### src/design/xsrng_pkg.sv
// Shared types, constants and helper functions of the xorshift64* bounded generator.
package xsrng_pkg;

    localparam int WORD_W  = 64;
    localparam int BOUND_W = 32;
    localparam int MODE_W  = 2;
    localparam int STEP_W  = $clog2(WORD_W);

    // Request selector codes
    localparam logic [MODE_W-1:0] MODE_RAW   = 2'd0;
    localparam logic [MODE_W-1:0] MODE_UPPER = 2'd1;
    localparam logic [MODE_W-1:0] MODE_RANGE = 2'd2;

    localparam logic [WORD_W-1:0] MIX_MUL_A = 64'hff51afd7ed558ccd;
    localparam logic [WORD_W-1:0] MIX_MUL_B = 64'hc4ceb9fe1a85ec53;
    localparam logic [WORD_W-1:0] GOLDEN    = 64'h9e3779b97f4a7c15;
    localparam logic [WORD_W-1:0] STAR_MUL  = 64'h2545f4914f6cdd1d;

    typedef struct packed {
        logic              start;
        logic [WORD_W-1:0] multiplicand;
        logic [WORD_W-1:0] multiplier;
    } t_mul_req;

    typedef struct packed {
        logic              done;
        logic [WORD_W-1:0] product;
    } t_mul_rsp;

    typedef struct packed {
        logic               start;
        logic [WORD_W-1:0]  dividend;
        logic [BOUND_W-1:0] divisor;
    } t_div_req;

    typedef struct packed {
        logic               done;
        logic [BOUND_W-1:0] remainder;
    } t_div_rsp;

    // Fold the upper bits (from bit 33 up) into the low bits, as done around each finalizer multiply
    function automatic logic [WORD_W-1:0] fold33(input logic [WORD_W-1:0] v);
        return v ^ (v >> 33);
    endfunction

    // One xorshift advance of the generator state
    function automatic logic [WORD_W-1:0] xorshift(input logic [WORD_W-1:0] s);
        logic [WORD_W-1:0] t;
        t = s ^ (s >> 12);
        t = t ^ (t << 25);
        t = t ^ (t >> 27);
        return t;
    endfunction

    // Full finalizer mix; evaluated only for constants at elaboration
    function automatic logic [WORD_W-1:0] mix_const(input logic [WORD_W-1:0] v);
        logic [WORD_W-1:0] t;
        t = fold33(v);
        t = t * MIX_MUL_A;
        t = fold33(t);
        t = t * MIX_MUL_B;
        t = fold33(t);
        return (t == '0) ? GOLDEN : t;
    endfunction

    localparam logic [WORD_W-1:0] RESET_STATE = mix_const(64'd1);

endpackage

### src/design/xsrng_req_if.sv
// Request channel: selector and bound of one draw.
interface xsrng_req_if;
    logic                             valid;
    logic                             ready;
    logic [xsrng_pkg::MODE_W-1:0]     mode;
    logic [xsrng_pkg::BOUND_W-1:0]    upper_bound;

    modport source (output valid, output mode, output upper_bound, input ready);
    modport sink   (input valid, input mode, input upper_bound, output ready);
endinterface

### src/design/xsrng_rsp_if.sv
// Response channel: one random value per request.
interface xsrng_rsp_if;
    logic                          valid;
    logic                          ready;
    logic [xsrng_pkg::WORD_W-1:0]  value;

    modport source (output valid, output value, input ready);
    modport sink   (input valid, input value, output ready);
endinterface

### src/design/xsrng_cfg_if.sv
// Configuration channel: seed register write.
interface xsrng_cfg_if;
    logic                          valid;
    logic                          ready;
    logic [xsrng_pkg::WORD_W-1:0]  seed;

    modport source (output valid, output seed, input ready);
    modport sink   (input valid, input seed, output ready);
endinterface

### src/design/xsrng_mul.sv
// Bit-serial shift-and-add multiplier giving the low 64 bits of a product.
module xsrng_mul (
    input  logic                i_clk,
    input  logic                i_rst_n,
    input  xsrng_pkg::t_mul_req i_req,
    output xsrng_pkg::t_mul_rsp o_rsp
);

    logic                           r_busy;
    logic                           r_done;
    logic [xsrng_pkg::WORD_W-1:0]   r_a;
    logic [xsrng_pkg::WORD_W-1:0]   r_b;
    logic [xsrng_pkg::WORD_W-1:0]   r_acc;
    logic [xsrng_pkg::STEP_W-1:0]   r_cnt;

    // Consume one multiplier bit per cycle, low bit first
    always_ff @(posedge i_clk) begin
        if (!i_rst_n) begin
            r_busy <= 1'b0;
            r_done <= 1'b0;
        end else begin
            r_done <= 1'b0;
            if (i_req.start) begin
                r_a    <= i_req.multiplicand;
                r_b    <= i_req.multiplier;
                r_acc  <= '0;
                r_cnt  <= '0;
                r_busy <= 1'b1;
            end else if (r_busy) begin
                if (r_b[0]) begin
                    r_acc <= r_acc + r_a;
                end
                r_a   <= r_a << 1;
                r_b   <= r_b >> 1;
                r_cnt <= r_cnt + 1'b1;
                if (r_cnt == xsrng_pkg::STEP_W'(xsrng_pkg::WORD_W - 1)) begin
                    r_busy <= 1'b0;
                    r_done <= 1'b1;
                end
            end
        end
    end

    assign o_rsp = '{done: r_done, product: r_acc};

endmodule

### src/design/xsrng_div.sv
// Bit-serial restoring remainder unit: 64-bit dividend modulo a 32-bit divisor.
module xsrng_div (
    input  logic                i_clk,
    input  logic                i_rst_n,
    input  xsrng_pkg::t_div_req i_req,
    output xsrng_pkg::t_div_rsp o_rsp
);

    logic                           r_busy;
    logic                           r_done;
    logic [xsrng_pkg::WORD_W-1:0]   r_dvd;
    logic [xsrng_pkg::BOUND_W-1:0]  r_dsr;
    logic [xsrng_pkg::BOUND_W-1:0]  r_rem;
    logic [xsrng_pkg::STEP_W-1:0]   r_cnt;

    logic [xsrng_pkg::BOUND_W:0]    w_trial;
    logic [xsrng_pkg::BOUND_W:0]    w_diff;
    logic                           w_fits;

    // Bring down the next dividend bit and try one subtract
    assign w_trial = {r_rem, r_dvd[xsrng_pkg::WORD_W-1]};
    assign w_diff  = w_trial - {1'b0, r_dsr};
    assign w_fits  = (w_trial >= {1'b0, r_dsr});

    always_ff @(posedge i_clk) begin
        if (!i_rst_n) begin
            r_busy <= 1'b0;
            r_done <= 1'b0;
        end else begin
            r_done <= 1'b0;
            if (i_req.start) begin
                r_dvd  <= i_req.dividend;
                r_dsr  <= i_req.divisor;
                r_rem  <= '0;
                r_cnt  <= '0;
                r_busy <= 1'b1;
            end else if (r_busy) begin
                r_rem <= w_fits ? w_diff[xsrng_pkg::BOUND_W-1:0]
                                : w_trial[xsrng_pkg::BOUND_W-1:0];
                r_dvd <= r_dvd << 1;
                r_cnt <= r_cnt + 1'b1;
                if (r_cnt == xsrng_pkg::STEP_W'(xsrng_pkg::WORD_W - 1)) begin
                    r_busy <= 1'b0;
                    r_done <= 1'b1;
                end
            end
        end
    end

    assign o_rsp = '{done: r_done, remainder: r_rem};

endmodule

### src/design/xorshift64star_bounded_rng.sv
// Xorshift64* generator with raw, upper-half and bounded draws. One request is
// handled at a time. A raw or upper-half draw runs one bit-serial multiply by
// the star constant. A bounded draw first runs a serial remainder for the
// rejection threshold, then one draw plus up to RETRY_LIMIT retries, and a
// final serial remainder. A zero bound or the unused selector answers with zero
// and runs neither unit. A seed write runs two serial multiplies and holds off
// requests meanwhile. The finished result sits in an output register, so the
// next request is taken while it waits.
module xorshift64star_bounded_rng #(
    parameter int RETRY_LIMIT = 16
) (
    input  logic              i_clk,
    input  logic              i_rst_n,
    xsrng_cfg_if.sink         i_cfg,
    xsrng_req_if.sink         i_req,
    xsrng_rsp_if.source       o_rsp
);

    localparam int TRY_W = $clog2(RETRY_LIMIT + 1);
    localparam int W     = xsrng_pkg::WORD_W;
    localparam int BW    = xsrng_pkg::BOUND_W;

    typedef enum logic [3:0] {
        S_IDLE,
        S_MIX_A,
        S_MIX_B,
        S_LIMIT,
        S_DRAW,
        S_DRAW_WAIT,
        S_REDUCE,
        S_DONE
    } t_fsm;

    t_fsm                          r_fsm;
    logic [W-1:0]                  r_gen;
    logic [xsrng_pkg::MODE_W-1:0]  r_mode;
    logic [BW-1:0]                 r_bound;
    logic [BW-1:0]                 r_limit;
    logic [TRY_W-1:0]              r_tries;
    logic [W-1:0]                  r_result;
    logic                          r_out_valid;
    logic [W-1:0]                  r_out_value;
    xsrng_pkg::t_mul_req           r_mul_req;
    xsrng_pkg::t_div_req           r_div_req;

    xsrng_pkg::t_mul_rsp           mul_rsp;
    xsrng_pkg::t_div_rsp           div_rsp;
    logic [W-1:0]                  w_next_gen;
    logic [W-1:0]                  w_mix_out;
    logic [W-1:0]                  w_raw;

    xsrng_mul u_mul (
        .i_clk   (i_clk),
        .i_rst_n (i_rst_n),
        .i_req   (r_mul_req),
        .o_rsp   (mul_rsp)
    );

    xsrng_div u_div (
        .i_clk   (i_clk),
        .i_rst_n (i_rst_n),
        .i_req   (r_div_req),
        .o_rsp   (div_rsp)
    );

    assign w_next_gen = xsrng_pkg::xorshift(r_gen);
    assign w_mix_out  = xsrng_pkg::fold33(mul_rsp.product);
    assign w_raw      = mul_rsp.product;

    // Take a seed write or a request only between transactions
    assign i_cfg.ready = (r_fsm == S_IDLE);
    assign i_req.ready = (r_fsm == S_IDLE) && !i_cfg.valid;
    assign o_rsp.valid = r_out_valid;
    assign o_rsp.value = r_out_value;

    // Sequencer, generator state and result register
    always_ff @(posedge i_clk) begin
        if (!i_rst_n) begin
            r_fsm           <= S_IDLE;
            r_gen           <= xsrng_pkg::RESET_STATE;
            r_tries         <= '0;
            r_out_valid     <= 1'b0;
            r_mul_req.start <= 1'b0;
            r_div_req.start <= 1'b0;
        end else begin
            // Drop the held result once taken, unless a new one replaces it
            if (o_rsp.valid && o_rsp.ready && r_fsm != S_DONE) begin
                r_out_valid <= 1'b0;
            end
            case (r_fsm)
                S_IDLE: begin
                    if (i_cfg.valid) begin
                        r_mul_req <= '{start: 1'b1,
                                       multiplicand: xsrng_pkg::fold33(i_cfg.seed),
                                       multiplier: xsrng_pkg::MIX_MUL_A};
                        r_fsm     <= S_MIX_A;
                    end else if (i_req.valid) begin
                        r_mode  <= i_req.mode;
                        r_bound <= i_req.upper_bound;
                        r_tries <= '0;
                        if (i_req.mode == xsrng_pkg::MODE_RAW ||
                            i_req.mode == xsrng_pkg::MODE_UPPER) begin
                            r_fsm <= S_DRAW;
                        end else if (i_req.mode == xsrng_pkg::MODE_RANGE &&
                                     i_req.upper_bound != '0) begin
                            // Threshold is (2^64 - bound) mod bound
                            r_div_req <= '{start: 1'b1,
                                           dividend: {{BW{1'b1}}, -i_req.upper_bound},
                                           divisor: i_req.upper_bound};
                            r_fsm     <= S_LIMIT;
                        end else begin
                            r_result <= '0;
                            r_fsm    <= S_DONE;
                        end
                    end
                end
                S_MIX_A: begin
                    if (mul_rsp.done) begin
                        r_mul_req <= '{start: 1'b1,
                                       multiplicand: w_mix_out,
                                       multiplier: xsrng_pkg::MIX_MUL_B};
                        r_fsm     <= S_MIX_B;
                    end else begin
                        r_mul_req.start <= 1'b0;
                    end
                end
                S_MIX_B: begin
                    if (mul_rsp.done) begin
                        r_gen <= (w_mix_out == '0) ? xsrng_pkg::GOLDEN : w_mix_out;
                        r_fsm <= S_IDLE;
                    end else begin
                        r_mul_req.start <= 1'b0;
                    end
                end
                S_LIMIT: begin
                    if (div_rsp.done) begin
                        r_limit <= div_rsp.remainder;
                        r_fsm   <= S_DRAW;
                    end else begin
                        r_div_req.start <= 1'b0;
                    end
                end
                S_DRAW: begin
                    // Advance the state and scramble it with the star multiply
                    r_gen     <= w_next_gen;
                    r_mul_req <= '{start: 1'b1,
                                   multiplicand: w_next_gen,
                                   multiplier: xsrng_pkg::STAR_MUL};
                    r_fsm     <= S_DRAW_WAIT;
                end
                S_DRAW_WAIT: begin
                    if (mul_rsp.done) begin
                        if (r_mode == xsrng_pkg::MODE_RAW) begin
                            r_result <= w_raw;
                            r_fsm    <= S_DONE;
                        end else if (r_mode == xsrng_pkg::MODE_UPPER) begin
                            r_result <= {{(W-BW){1'b0}}, w_raw[W-1:W-BW]};
                            r_fsm    <= S_DONE;
                        end else if (r_tries == TRY_W'(RETRY_LIMIT) ||
                                     w_raw >= {{(W-BW){1'b0}}, r_limit}) begin
                            // Accept the draw, or take it unchecked once retries run out
                            r_div_req <= '{start: 1'b1, dividend: w_raw, divisor: r_bound};
                            r_fsm     <= S_REDUCE;
                        end else begin
                            r_tries <= r_tries + 1'b1;
                            r_fsm   <= S_DRAW;
                        end
                    end else begin
                        r_mul_req.start <= 1'b0;
                    end
                end
                S_REDUCE: begin
                    if (div_rsp.done) begin
                        r_result <= {{(W-BW){1'b0}}, div_rsp.remainder};
                        r_fsm    <= S_DONE;
                    end else begin
                        r_div_req.start <= 1'b0;
                    end
                end
                S_DONE: begin
                    // Hand over once the output register is free
                    if (!r_out_valid || o_rsp.ready) begin
                        r_out_value <= r_result;
                        r_out_valid <= 1'b1;
                        r_fsm       <= S_IDLE;
                    end
                end
                default: begin
                    r_fsm <= S_IDLE;
                end
            endcase
        end
    end

    a_state_nonzero: assert property (@(posedge i_clk) disable iff (!i_rst_n)
        r_gen != '0)
        else $error("generator state reached zero");

    a_retry_bounded: assert property (@(posedge i_clk) disable iff (!i_rst_n)
        r_tries <= TRY_W'(RETRY_LIMIT))
        else $error("retry count past limit");

    a_range_below: assert property (@(posedge i_clk) disable iff (!i_rst_n)
        (r_fsm == S_DONE && r_mode == xsrng_pkg::MODE_RANGE && r_bound != '0)
        |-> (r_result < {{(W-BW){1'b0}}, r_bound}))
        else $error("bounded result not below bound");

    a_accept_leaves_idle: assert property (@(posedge i_clk) disable iff (!i_rst_n)
        (i_req.valid && i_req.ready) |=> (r_fsm != S_IDLE))
        else $error("accepted transaction did not start work");

    a_mul_done_expected: assert property (@(posedge i_clk) disable iff (!i_rst_n)
        mul_rsp.done |-> (r_fsm == S_MIX_A || r_fsm == S_MIX_B || r_fsm == S_DRAW_WAIT))
        else $error("multiplier finished with no waiting step");

endmodule

### src/flat_wrapper.sv
// flat-port wrapper written by rule: the top's interface ports become plain ports
module xorshift64star_bounded_rng_flat 
#(
    parameter int RETRY_LIMIT = 16
)
  (i_clk, i_rst_n, i_cfg_valid, i_cfg_seed, i_cfg_ready, i_req_valid, i_req_mode, i_req_upper_bound, i_req_ready, o_rsp_valid, o_rsp_value, o_rsp_ready);
  xsrng_cfg_if i_cfg_i ();
  xsrng_req_if i_req_i ();
  xsrng_rsp_if o_rsp_i ();
  input  logic i_clk;
  input  logic i_rst_n;
  input wire logic [$bits(i_cfg_i.valid)-1:0] i_cfg_valid;
  input wire logic [$bits(i_cfg_i.seed)-1:0] i_cfg_seed;
  output wire logic [$bits(i_cfg_i.ready)-1:0] i_cfg_ready;
  input wire logic [$bits(i_req_i.valid)-1:0] i_req_valid;
  input wire logic [$bits(i_req_i.mode)-1:0] i_req_mode;
  input wire logic [$bits(i_req_i.upper_bound)-1:0] i_req_upper_bound;
  output wire logic [$bits(i_req_i.ready)-1:0] i_req_ready;
  output wire logic [$bits(o_rsp_i.valid)-1:0] o_rsp_valid;
  output wire logic [$bits(o_rsp_i.value)-1:0] o_rsp_value;
  input wire logic [$bits(o_rsp_i.ready)-1:0] o_rsp_ready;
  assign i_cfg_i.valid = i_cfg_valid;
  assign i_cfg_i.seed = i_cfg_seed;
  assign i_cfg_ready = i_cfg_i.ready;
  assign i_req_i.valid = i_req_valid;
  assign i_req_i.mode = i_req_mode;
  assign i_req_i.upper_bound = i_req_upper_bound;
  assign i_req_ready = i_req_i.ready;
  assign o_rsp_valid = o_rsp_i.valid;
  assign o_rsp_value = o_rsp_i.value;
  assign o_rsp_i.ready = o_rsp_ready;
  xorshift64star_bounded_rng #(.RETRY_LIMIT(RETRY_LIMIT)) u_core (.i_clk(i_clk), .i_rst_n(i_rst_n), .i_cfg(i_cfg_i), .i_req(i_req_i), .o_rsp(o_rsp_i));
endmodule
### config.mk
export PLATFORM = sky130hd
export DESIGN_NAME = xorshift64star_bounded_rng_flat
export DESIGN_NICKNAME = d
export VERILOG_FILES = /design/src/design/xsrng_pkg.sv /design/src/design/xsrng_req_if.sv /design/src/design/xsrng_rsp_if.sv /design/src/design/xsrng_cfg_if.sv /design/src/design/xsrng_mul.sv /design/src/design/xsrng_div.sv /design/src/design/xorshift64star_bounded_rng.sv /design/src/flat_wrapper.sv
export SDC_FILE = /design/constraint.sdc
export NUM_CORES = 1
export LEC_CHECK = 0
export ABC_AREA = 0
export BUFFER_PORTS_ARGS = -buffer_cell sky130_fd_sc_hd__buf_2
export CAP_MARGIN = 10
export CORE_UTILIZATION = 49
export CTS_BUF_LIST = sky130_fd_sc_hd__clkbuf_8
export CTS_CLUSTER_DIAMETER = 200
export CTS_CLUSTER_SIZE = 25
export DETAILED_ROUTE_END_ITERATION = 7
export GPL_TIMING_DRIVEN = 0
export HOLD_SLACK_MARGIN = 0.02
export PLACE_DENSITY = 0.78
export SETUP_SLACK_MARGIN = 0.02
export SKIP_LAST_GASP = 1
export SLEW_MARGIN = 20
export SYNTH_ARGS = -nofsm -noshare
export SYNTH_HDL_FRONTEND = slang
export SYNTH_SLANG_ARGS = --single-unit
### constraint.sdc
create_clock -name i_clk -period 23.7 [get_ports i_clk]
set_input_delay 4.74 -clock i_clk [delete_from_list [all_inputs] [get_ports i_clk]]
set_output_delay 4.74 -clock i_clk [all_outputs]
set_load 0.01 [all_outputs]
### Word-level counts from Yosys, hierarchy flattened

Index checks and enable logic that the tools add are counted.
W data, S select, Z words.

* register bits after elaboration: 830
* input bits: 103
* output and inout port bits: 67
* logic and storage cells: 193

* add/sub/neg operators: 6
* magnitude comparators: 2
* equality and inequality tests: 34
* muxes and demuxes: 73
* bitwise gates (word level): 9
* reduce and logical (&&, ||, !) cells: 42

Operators by type and width (count)
* $mux W64: 18
* $mux W97: 8
* $pmux W128 S3: 1
* $pmux W64 S3: 1
* $pmux W96 S2: 1
* $mux W129: 1
* $mux W128: 1
* $pmux W64 S2: 1
* $xor A64 B31 Y64: 2
* $add A64 B64 Y64: 1
* $ge A64 B32 Y1: 1
* $logic_not A64 Y1: 1
* $mux W32: 2
* $xor A64 B37 Y64: 1
* $xor A64 B52 Y64: 1
* $xor A64 B64 Y64: 1
* $mux W4: 10
* $ge A33 B32 Y1: 1
* $neg A32 Y32: 1
* $pmux W4 S8: 1
* $reduce_bool A32 Y1: 1
* $sub A32 B32 Y32: 1
* $mux W5: 6
* $ne A2 B2 Y1 const B: 14
* other kinds (37): 89

### Longest topological paths before layout

Gate-level depths: netlist of run 1.

* depth after elaboration: 7
* gate-level depth with buffers: 14
* mapped depth without buffers: 13

### Cells and area by module

From an unflattened synthesis of run 1, not the netlist that was laid out.

* cell total of the unflattened synthesis: 3333
* area, all modules: 39442.8 um2

By module, submodules not included
* xorshift64star_bounded_rng: instances 1, cells each 1736, area each 20231.9 um2, sequential area each 12311.8 um2
* xsrng_mul: instances 1, cells each 1010, area each 11800.1 um2, sequential area each 5985.7 um2
* xsrng_div: instances 1, cells each 587, area each 7410.9 um2, sequential area each 4063.9 um2

### Least setup slack after synthesis of run 1

Ideal clock, no wire load.

* path kind: input to register
* from: input port i_req_upper_bound[0]
* to: register u_core.r_div_req[0] in the netlist's numbering (enable)
* arrival: 12.348 ns
* required time: 23.031 ns
* path slack: 10.683 ns
* stages on the path: 10
* path through: inv_1 -> ha_1 -> nand2_1 -> or3_1 -> nor4_4 -> nand3_1 -> o21ai_0 -> nand2_1 -> o21ai_0 -> nor3_1

* word-level cells in the longest chain between the ends: 4

RTL lines
* start: declaration: RTL line flat_wrapper.sv:17 `input wire logic [$bits(i_req_i.upper_bound)-1:0] i_req_upper_bound;`
* $reduce_bool A32 Y1: RTL line xorshift64star_bounded_rng.sv:105 `i_req.upper_bound != '0) begin`
* $logic_and A1 B1 Y1: RTL line xorshift64star_bounded_rng.sv:104 `end else if (i_req.mode == xsrng_pkg::MODE_RANGE &&`
* $ne A2 B1 Y1 (no source line)
* $reduce_and A10 Y1 (no source line)
* end signal: assignment: RTL line xorshift64star_bounded_rng.sv:107 `r_div_req <= '{start: 1'b1,`
* end signal: assignment: RTL line xorshift64star_bounded_rng.sv:162 `r_div_req <= '{start: 1'b1, dividend: w_raw, divisor: r_bound};`
* end: declaration: RTL line xorshift64star_bounded_rng.sv:44 `xsrng_pkg::t_div_req r_div_req;`

No other way between the ends.
A chain may end at the register's enable or synchronous reset.

### Final worst setup path of run 1

* from: input port i_cfg_valid
* to: output port i_req_ready

* word-level cells in the longest chain between the ends: 2

RTL lines
* start: declaration: RTL line flat_wrapper.sv:12 `input wire logic [$bits(i_cfg_i.valid)-1:0] i_cfg_valid;`
* $logic_not A1 Y1: RTL line xorshift64star_bounded_rng.sv:72 `assign i_req.ready = (r_fsm == S_IDLE) && !i_cfg.valid;`
* $logic_and A1 B1 Y1: RTL line xorshift64star_bounded_rng.sv:72
* end: declaration: RTL line flat_wrapper.sv:18 `output wire logic [$bits(i_req_i.ready)-1:0] i_req_ready;`

No other way between the ends.

==> results of run 1 <==
-- final timing paths --
check                                 startpoint                                    to  slack (ns)  depth (start not counted)
max                                  i_cfg_valid                           i_req_ready       13.53                          3
min reg2reg        u_core.r_result[15]$_DFFE_PP_      u_core.o_rsp.value[15]$_DFFE_PP_        0.42                          0
max reg2reg  u_core.u_mul.r_acc[0]$_SDFFCE_PP0P_  u_core.u_mul.r_acc[56]$_SDFFCE_PP0P_       18.75                         13
min                u_core.r_result[15]$_DFFE_PP_      u_core.o_rsp.value[15]$_DFFE_PP_        0.42                          0
-- layer usage --
| layer | vias up | wire length, µm |
|---|---|---|
| li1 | 12800 | - |
| met1 | 14020 | 51940 |
| met2 | 1614 | 53580 |
| met3 | 305 | 13260 |
| met4 | 4 | 6380 |
| met5 | - | 27 |
-- critical path, cell delays in order --
cell and delay [ns]:
buf_2 0.15, nor2_1 0.33, buf_2 0.21
-- cells in the final DEF, fill, tap and decap left out, types with 22 or more instances in the layout --
cell type | Yosys | layout
edfxtp_1 | 692 | 692
nand2_1 | 353 | 353
nor2_1 | 246 | 245
o21ai_0 | 203 | 203
xnor2_1 | 196 | 196
a21oi_1 | 183 | 183
inv_1 | 151 | 177
buf_2 | 3 | 172
clkbuf_1 | 140 | 140
mux2_2 | 132 | 132
ha_1 | 132 | 132
xor2_1 | 102 | 102
dfxtp_1 | 79 | 79
nand3_1 | 50 | 50
a21o_1 | 50 | 50
or3_1 | 49 | 49
mux2i_1 | 47 | 47
nand4_1 | 47 | 47
and3_1 | 46 | 44
nor3_1 | 46 | 44
nor2b_1 | 40 | 39
clkbuf_8 | 1 | 38
a22oi_1 | 35 | 35
o221ai_1 | 34 | 34
o211ai_1 | 26 | 26
o21a_1 | 24 | 22
-- state kept, by name, summed over array words and instances (netlist names), 64 cells and up --
register	flops
u_core.u_mul.r_a	64
u_core.u_mul.r_acc	64
u_core.r_mul_req	71
u_core.r_result	64
u_core.r_div_req	97
u_core.r_gen	64
u_core.o_rsp.value	64
u_core.u_mul.r_b	64
u_core.u_div.r_dvd	64
-- power groups by stage --
stage / clock network [mW] / logic (mW) / registers (mW)
global route: 0.619 / 2.64 / 2.32
global placement: 0 / 2.31 / 2.37
floorplan: 0 / 1.67 / 2.16
finish: 0.571 / 2.45 / 2.31
detailed placement: 0 / 2.38 / 2.32
CTS: 0.579 / 2.39 / 2.29
-- logic make-up after synthesis --
| group | share of synthesized area |
|---|---|
| xor gates and xnor gates | 0.06709 |
| muxes | 0.05030 |
| buffers and inverters | 0.03200 |
| DFF | 0.5748 |
| adders and majority gates | 0.04348 |
| AOI/OAI and AO/OA | 0.1169 |
| and+or+nand+nor | 0.1154 |
-- area by class of cell --
type	instances	area, µm²	share of cell area
Sequential cell	771	22360	0.5299
Multi-Input combinational cell	2285	15350	0.3638
Tap cell	1040	1301	0.03084
Timing Repair Buffer	201	1281	0.03036
Buffer	165	664.4	0.01574
Inverter	155	581.8	0.01379
Clock buffer	37	509.2	0.01207
Clock inverter	27	127.6	0.003024
Antenna cell	7	17.52	0.0004151
==> reports/metrics.csv, run 1 <==
stage,metric,value,unit
cts,CTS Buffer Depth,3,
cells_and_area,area grow syn2layout,8.468,%
placed_design,Detail Placement HPWL,92260,µm
route,Post-DRT Antenna Nets,0,
global_routing,met1 Use GR,0.4273,
worst_setup_path,critical path class,input pin to output pin,
placed_design,Port Buffers,168,
floorplan,Die W,283.8,µm
route,Initial DRC Count,3947,
floorplan,full die area,80530,µm²
synth,most frequent cells after synthesis,"edfxtp_1, nand2_1, nor2_1",
power,switching power,2.305,mW
global_routing,largest net degree at the start of global routing,54,
synth,"area leader, netlist",edfxtp_1,
floorplan,Core Region,77980,µm²
timing,final hold vios,0,
outcome,failing checks,DRC,
cts,H-tree level count,2,
cells_and_area,Finished Core Util,0.5412,
timing,Setup-failing EPs final,0,
power,PwrDens,126.4,nW/µm²
floorplan,die height,283.8,µm
timing,highest clock rate,98.36,MHz
cts,worst skew pair latency,0.69,ns
global_routing,first-pass GRT wire length,180000,µm
power,fraction of power consumed by sequential logic,0.433,
synth,"Seq/Total Area, Yosys",0.5748,
cells_and_area,Finished Layout Cells,4688,
timing,pins over their slew limit,0,
synth,"EDFF count, synth",692,
cts,"Reg clk slew, reported paths",0.15,ns
timing,setup_tns,0,ns
global_routing,grt ovf,0,
cells_and_area,Final Cell Area,42200,µm²
synth,Mapped Nets,3613,
route,final WL,125200,µm
run,total of max-cap violations,0,
timing,RSZ-0062 raised after global routing,no,
timing,Hold Slack,0.4213,ns
worst_setup_path,Worst Setup End Kind,output pin,
synth,Area contributors post-synth,"edfxtp_1, xnor2_1, ha_1, dfxtp_1, mux2_2",
synth,register bit total from synthesis,771,
synth,mean post-synth cell area,11.52,µm²
placed_design,Placed Area,41540,µm²
cts,root buffer cell,clkbuf_8,
global_routing,vias in the first global route,26810,
cts,CTS tree,built,
timing,clock skew,0.04567,ns
timing,fin crit share,0.4290,
route,residual DRC count,1,
power,overall power,5.334,mW
cells_and_area,filler cell count,6678,
worst_setup_path,"Req. time, crit path",18.96,ns
cells_and_area,Layout Nets,3852,
power,sw frac,0.4321,
synth,predominant post-synthesis flop cell,edfxtp_1,
route,TritonRoute pass-1 iters,8,
global_routing,grt met3 use,0.07138,
cts,Sink Count,771,
power,LEAKAGE,15.33,nW
timing,min Tclk post-route,10.17,ns
floorplan,I/O pins,170,
synth,Synth top area share,0.5341,
synth,synth warn,0,
timing,worst-margin pin slew,1.157,ns
global_routing,grt peak-use layer,met2,
global_routing,Total GRT Usage,0.3048,
synth,fraction of registers with async set/reset,0,
floorplan,std cell rows,102,
cells_and_area,layout cell share with drive strength beyond 1,0.1165,
timing,relative slew slack,0.2290,
global_routing,initial antenna violation count,8,
worst_setup_path,Worst setup SP type,input pin,
placed_design,Place WS,13.57,ns
synth,Mapped Area,38900,µm²
synth,most common cell in the synthesized netlist,edfxtp_1,
floorplan,Starting Density,0.4989,
outcome,status,"complete, but fails checks",
power,Internal Power,3.029,mW
route,DR vias,28750,
synth,Synth cell types,87,
cts,Setup Buffers After CTS,0,
power,Logic pwr share,0.460,
worst_hold_path,Min-Delay Path Class,flop to flop,
worst_setup_path,crit-path max FO,7,
power,Peak VDD IR,72.58,µV
cts,TritonCTS Buffers,36,
power,part of the power in the clock network,0.107,
cts,CTS Hold Bufs,0,
route,wire length per cell,26.70,µm
global_routing,grt met2 use,0.4494,
placed_design,dpl cells,4617,
timing,final worst slack,13.53,ns
worst_setup_path,critical path data arrival time,5.43,ns
cts,Post-CTS Resized,0,
route,drt via density,6.132,
synth,Syn Inst Count,3376,
placed_design,global placement routability congestion,1.026,
Note: power is estimated with default switching activity, not from simulation.
==> run 2, diff against run 1 <==
Settings changed: ABC_AREA 0 to 1, PLACE_DENSITY 0.78 to 0.8.
Clock period 23.7 ns to 9.1 ns, I/O delays scaled along.
==> run 2 against run 1 <==
Effect of this change: the run still ends with DRC left; synthesized cell count rose by 34%; via count rose by 20%; final cell count rose by 25%; register-to-register slack got worse by 14 ns; design area rose by 4.4%; critical endpoint unchanged; largest cell class unchanged.
==> reports/metrics.csv, run 2 <==
stage,metric,value,unit,change
outcome,status,"complete, but fails checks",,
outcome,failing checks,DRC,,
global_routing,Total GRT Usage,0.3415,,+0.03674
synth,fraction of registers with async set/reset,0,,unchanged
global_routing,grt ovf,0,,unchanged
cts,Post-CTS Resized,0,,unchanged
synth,"Seq/Total Area, Yosys",0.5480,,-0.02677
timing,clock skew,0.08196,ns,+0.03629 ns
cells_and_area,"commonest non-fill, non-tap cell in the layout",nand2_1,,
cts,worst skew pair latency,0.74,ns,+0.05 ns
worst_setup_path,critical path data arrival time,2.44,ns,-2.99 ns
cells_and_area,filler cell count,7494,,+12%
route,TritonRoute pass-1 iters,8,,unchanged
timing,pins over their slew limit,0,,unchanged
synth,most common cell in the synthesized netlist,nand2_1,,
placed_design,dpl cells,5790,,+25%
cells_and_area,Layout Nets,4995,,+30%
cts,root buffer cell,clkbuf_8,,
synth,register bit total from synthesis,771,,unchanged
timing,final hold vios,0,,unchanged
route,Post-DRT Antenna Nets,0,,unchanged
cts,H-tree level count,2,,unchanged
cells_and_area,layout cell share with drive strength beyond 1,0.08534,,-0.03111
global_routing,largest net degree at the start of global routing,69,,+28%
worst_hold_path,min-delay src,u_core.r_div_req[0]$_DFFE_PP_,,
floorplan,Starting Density,0.4962,,-0.002758
timing,highest clock rate,234.7,MHz,
cts,Setup Buffers After CTS,0,,unchanged
worst_hold_path,Min-Delay Path Class,flop to flop,,
synth,"EDFF count, synth",692,,unchanged
cells_and_area,Top Registers,"u_core.r_div_req x97, u_core.r_mul_req x71",,
route,residual DRC count,4,,+3
timing,worst-margin pin slew,1.054,ns,-0.1021 ns
cts,Sink Count,771,,unchanged
worst_setup_path,Worst Setup End Kind,output pin,,
synth,Area contributors post-synth,"edfxtp_1, nand2_1, ha_1, inv_1, nor2_1",,
power,PwrDens,304.9,nW/µm²,+140%
synth,Synth cell types,55,,-37%
cells_and_area,"commonest non-fill, non-tap cells in the layout","nand2_1, edfxtp_1, inv_1, nor2_1, a21oi_1",,
timing,RSZ-0062 raised after global routing,no,,
cts,CTS tree,built,,
worst_setup_path,critical path class,input pin to output pin,,
route,wire length per cell,25.13,µm,-5.9%
cells_and_area,max reg flops,97,,unchanged
synth,Mapped Nets,4764,,+32%
placed_design,global placement routability congestion,1.072,,+4.4%
cells_and_area,Sequential cell area,22360,µm²,unchanged
floorplan,I/O pins,170,,unchanged
timing,relative slew slack,0.2917,,+0.06268
timing,Setup-failing EPs final,0,,unchanged
timing,min Tclk post-route,4.260,ns,
worst_setup_path,Worst setup SP type,input pin,,
placed_design,Detail Placement HPWL,116100,µm,+26%
run,total of max-cap violations,0,,unchanged
route,drt via density,5.881,,-4.1%
placed_design,Port Buffers,168,,unchanged
synth,synth warn,0,,unchanged
cells_and_area,Top reg by flops,u_core.r_div_req,,
route,DR vias,34430,,+20%
worst_setup_path,crit-path max FO,3,,-4
power,LEAKAGE,17.93,nW,+17%
route,Initial DRC Count,5186,,+31%
synth,Synth top area share,0.5093,,-0.02488
worst_setup_path,"Req. time, crit path",7.28,ns,-11.68 ns
floorplan,std cell rows,105,,+2.9%
route,final WL,147100,µm,+18%
cells_and_area,area grow syn2layout,7.973,%,
cts,CTS Hold Bufs,0,,unchanged
global_routing,vias in the first global route,31360,,+17%
timing,fin crit share,0.4682,,
global_routing,initial antenna violation count,5,,-3
cells_and_area,multi-input logic area,16190,µm²,+5.4%
cts,TritonCTS Buffers,36,,unchanged
synth,most frequent cells after synthesis,"nand2_1, edfxtp_1, inv_1",,
worst_setup_path,Setup crit start,i_cfg_valid,,
floorplan,Die W,290.6,µm,+2.4%
synth,mean post-synth cell area,9.014,µm²,-22%
cts,CTS Buffer Depth,3,,unchanged
synth,"area leader, netlist",edfxtp_1,,
floorplan,full die area,84430,µm²,+4.9%
floorplan,Core Region,82240,µm²,+5.5%
floorplan,die height,290.6,µm,+2.4%
power,overall power,13.43,mW,+150%
cts,"Reg clk slew, reported paths",0.16,ns,about the same
synth,Syn Inst Count,4527,,+34%
cells_and_area,Finished Layout Cells,5855,,+25%
synth,Mapped Area,40800,µm²,+4.9%
power,Peak VDD IR,165.8,µV,+130%
worst_setup_path,FF-to-FF Start,u_core.u_mul.r_acc[41]$_SDFFCE_PP0P_,,
synth,predominant post-synthesis flop cell,edfxtp_1,,
global_routing,first-pass GRT wire length,209200,µm,+16%
run 2: changes by cell type after synthesis, sizes merged, moves of 49 or more:
cell / before / now
a21oi: 185 / 285
nand3: 50 / 169
mux2: 132 / 0
xnor2: 196 / 134
inv: 152 / 450
xor2: 102 / 52
nor2: 246 / 465
or2: 13 / 74
or3: 49 / 0
o21ai: 205 / 270
nand2: 353 / 1327
run 2: cells by family (layout without fill, tap and decap cells):
family | count (synthesis) | after routing | synth area share
xor gates and xnor gates | 186 | 186 | 0.03992
buffers and inverters | 590 | 844 | 0.05664
and+or+nand+nor | 2137 | 2137 | 0.2164
DFF | 771 | 771 | 0.5480
other | 0 | 4 | 0
AOI/OAI and AO/OA | 709 | 709 | 0.09760
adders and majority gates | 134 | 134 | 0.04146
run 2: where the power goes:
| group | switching [mW] | total, mW | internal (mW) |
|---|---|---|---|
| clock | 1.10 | 1.51 | 0.409 |
| combinational | 4.22 | 6.04 | 1.82 |
| sequential | 0.751 | 5.88 | 5.13 |
run 2: path summary, 6_finish.rpt:
check / slack, ns / cells past startpoint / endpoint
worst max-delay path: 4.84 / 3 / i_req_ready
worst min-delay path: 0.42 / 0 / u_core.u_div.r_dsr[0]$_DFFE_PP_
worst max register to register: 5.04 / 13 / u_core.r_div_req[49]$_DFFE_PP_
worst min register to register: 0.42 / 0 / u_core.u_div.r_dsr[0]$_DFFE_PP_
run 2: layer usage:
metal / track usage / vias up / wire length, µm
met5: 0 / - / 28
met4: 0.1574 / 4 / 7599
met3: 0.06493 / 365 / 17720
met2: 0.5060 / 2222 / 62870
met1: 0.4853 / 16280 / 58930
li1: - / 15560 / -
run 2: worst max-delay path: stages:
cell	delay [ns]
buf_2	0.12
nor2_1	0.29
buf_2	0.20
run 2: metrics by stage:
step	setup WS (ns)	utilization	TNS [ns]	hold slack, ns	cell area (µm²)
after floorplan	2.044	-	0	0.4003	40800
after global placement	-0.8804	0.5227	-55.51	0.4003	42980
after detailed placement	4.246	0.5279	0	0.4045	43410
after CTS	4.850	0.5356	0	0.4193	44050
after global routing	4.754	0.5356	0	0.4272	44050
final	4.840	0.5357	0	0.4180	44060
run 2: final cells by class:
class                      count  share of cell area
antenna                        4           0.0002272
buffer                       139             0.01392
clock buffer                  36             0.01125
clock inverter                25            0.003181
inverter                     451             0.03865
multi-input combinational   3166              0.3675
sequential                   771              0.5076
tap                         1070             0.03039
timing repair buffer         193             0.02738
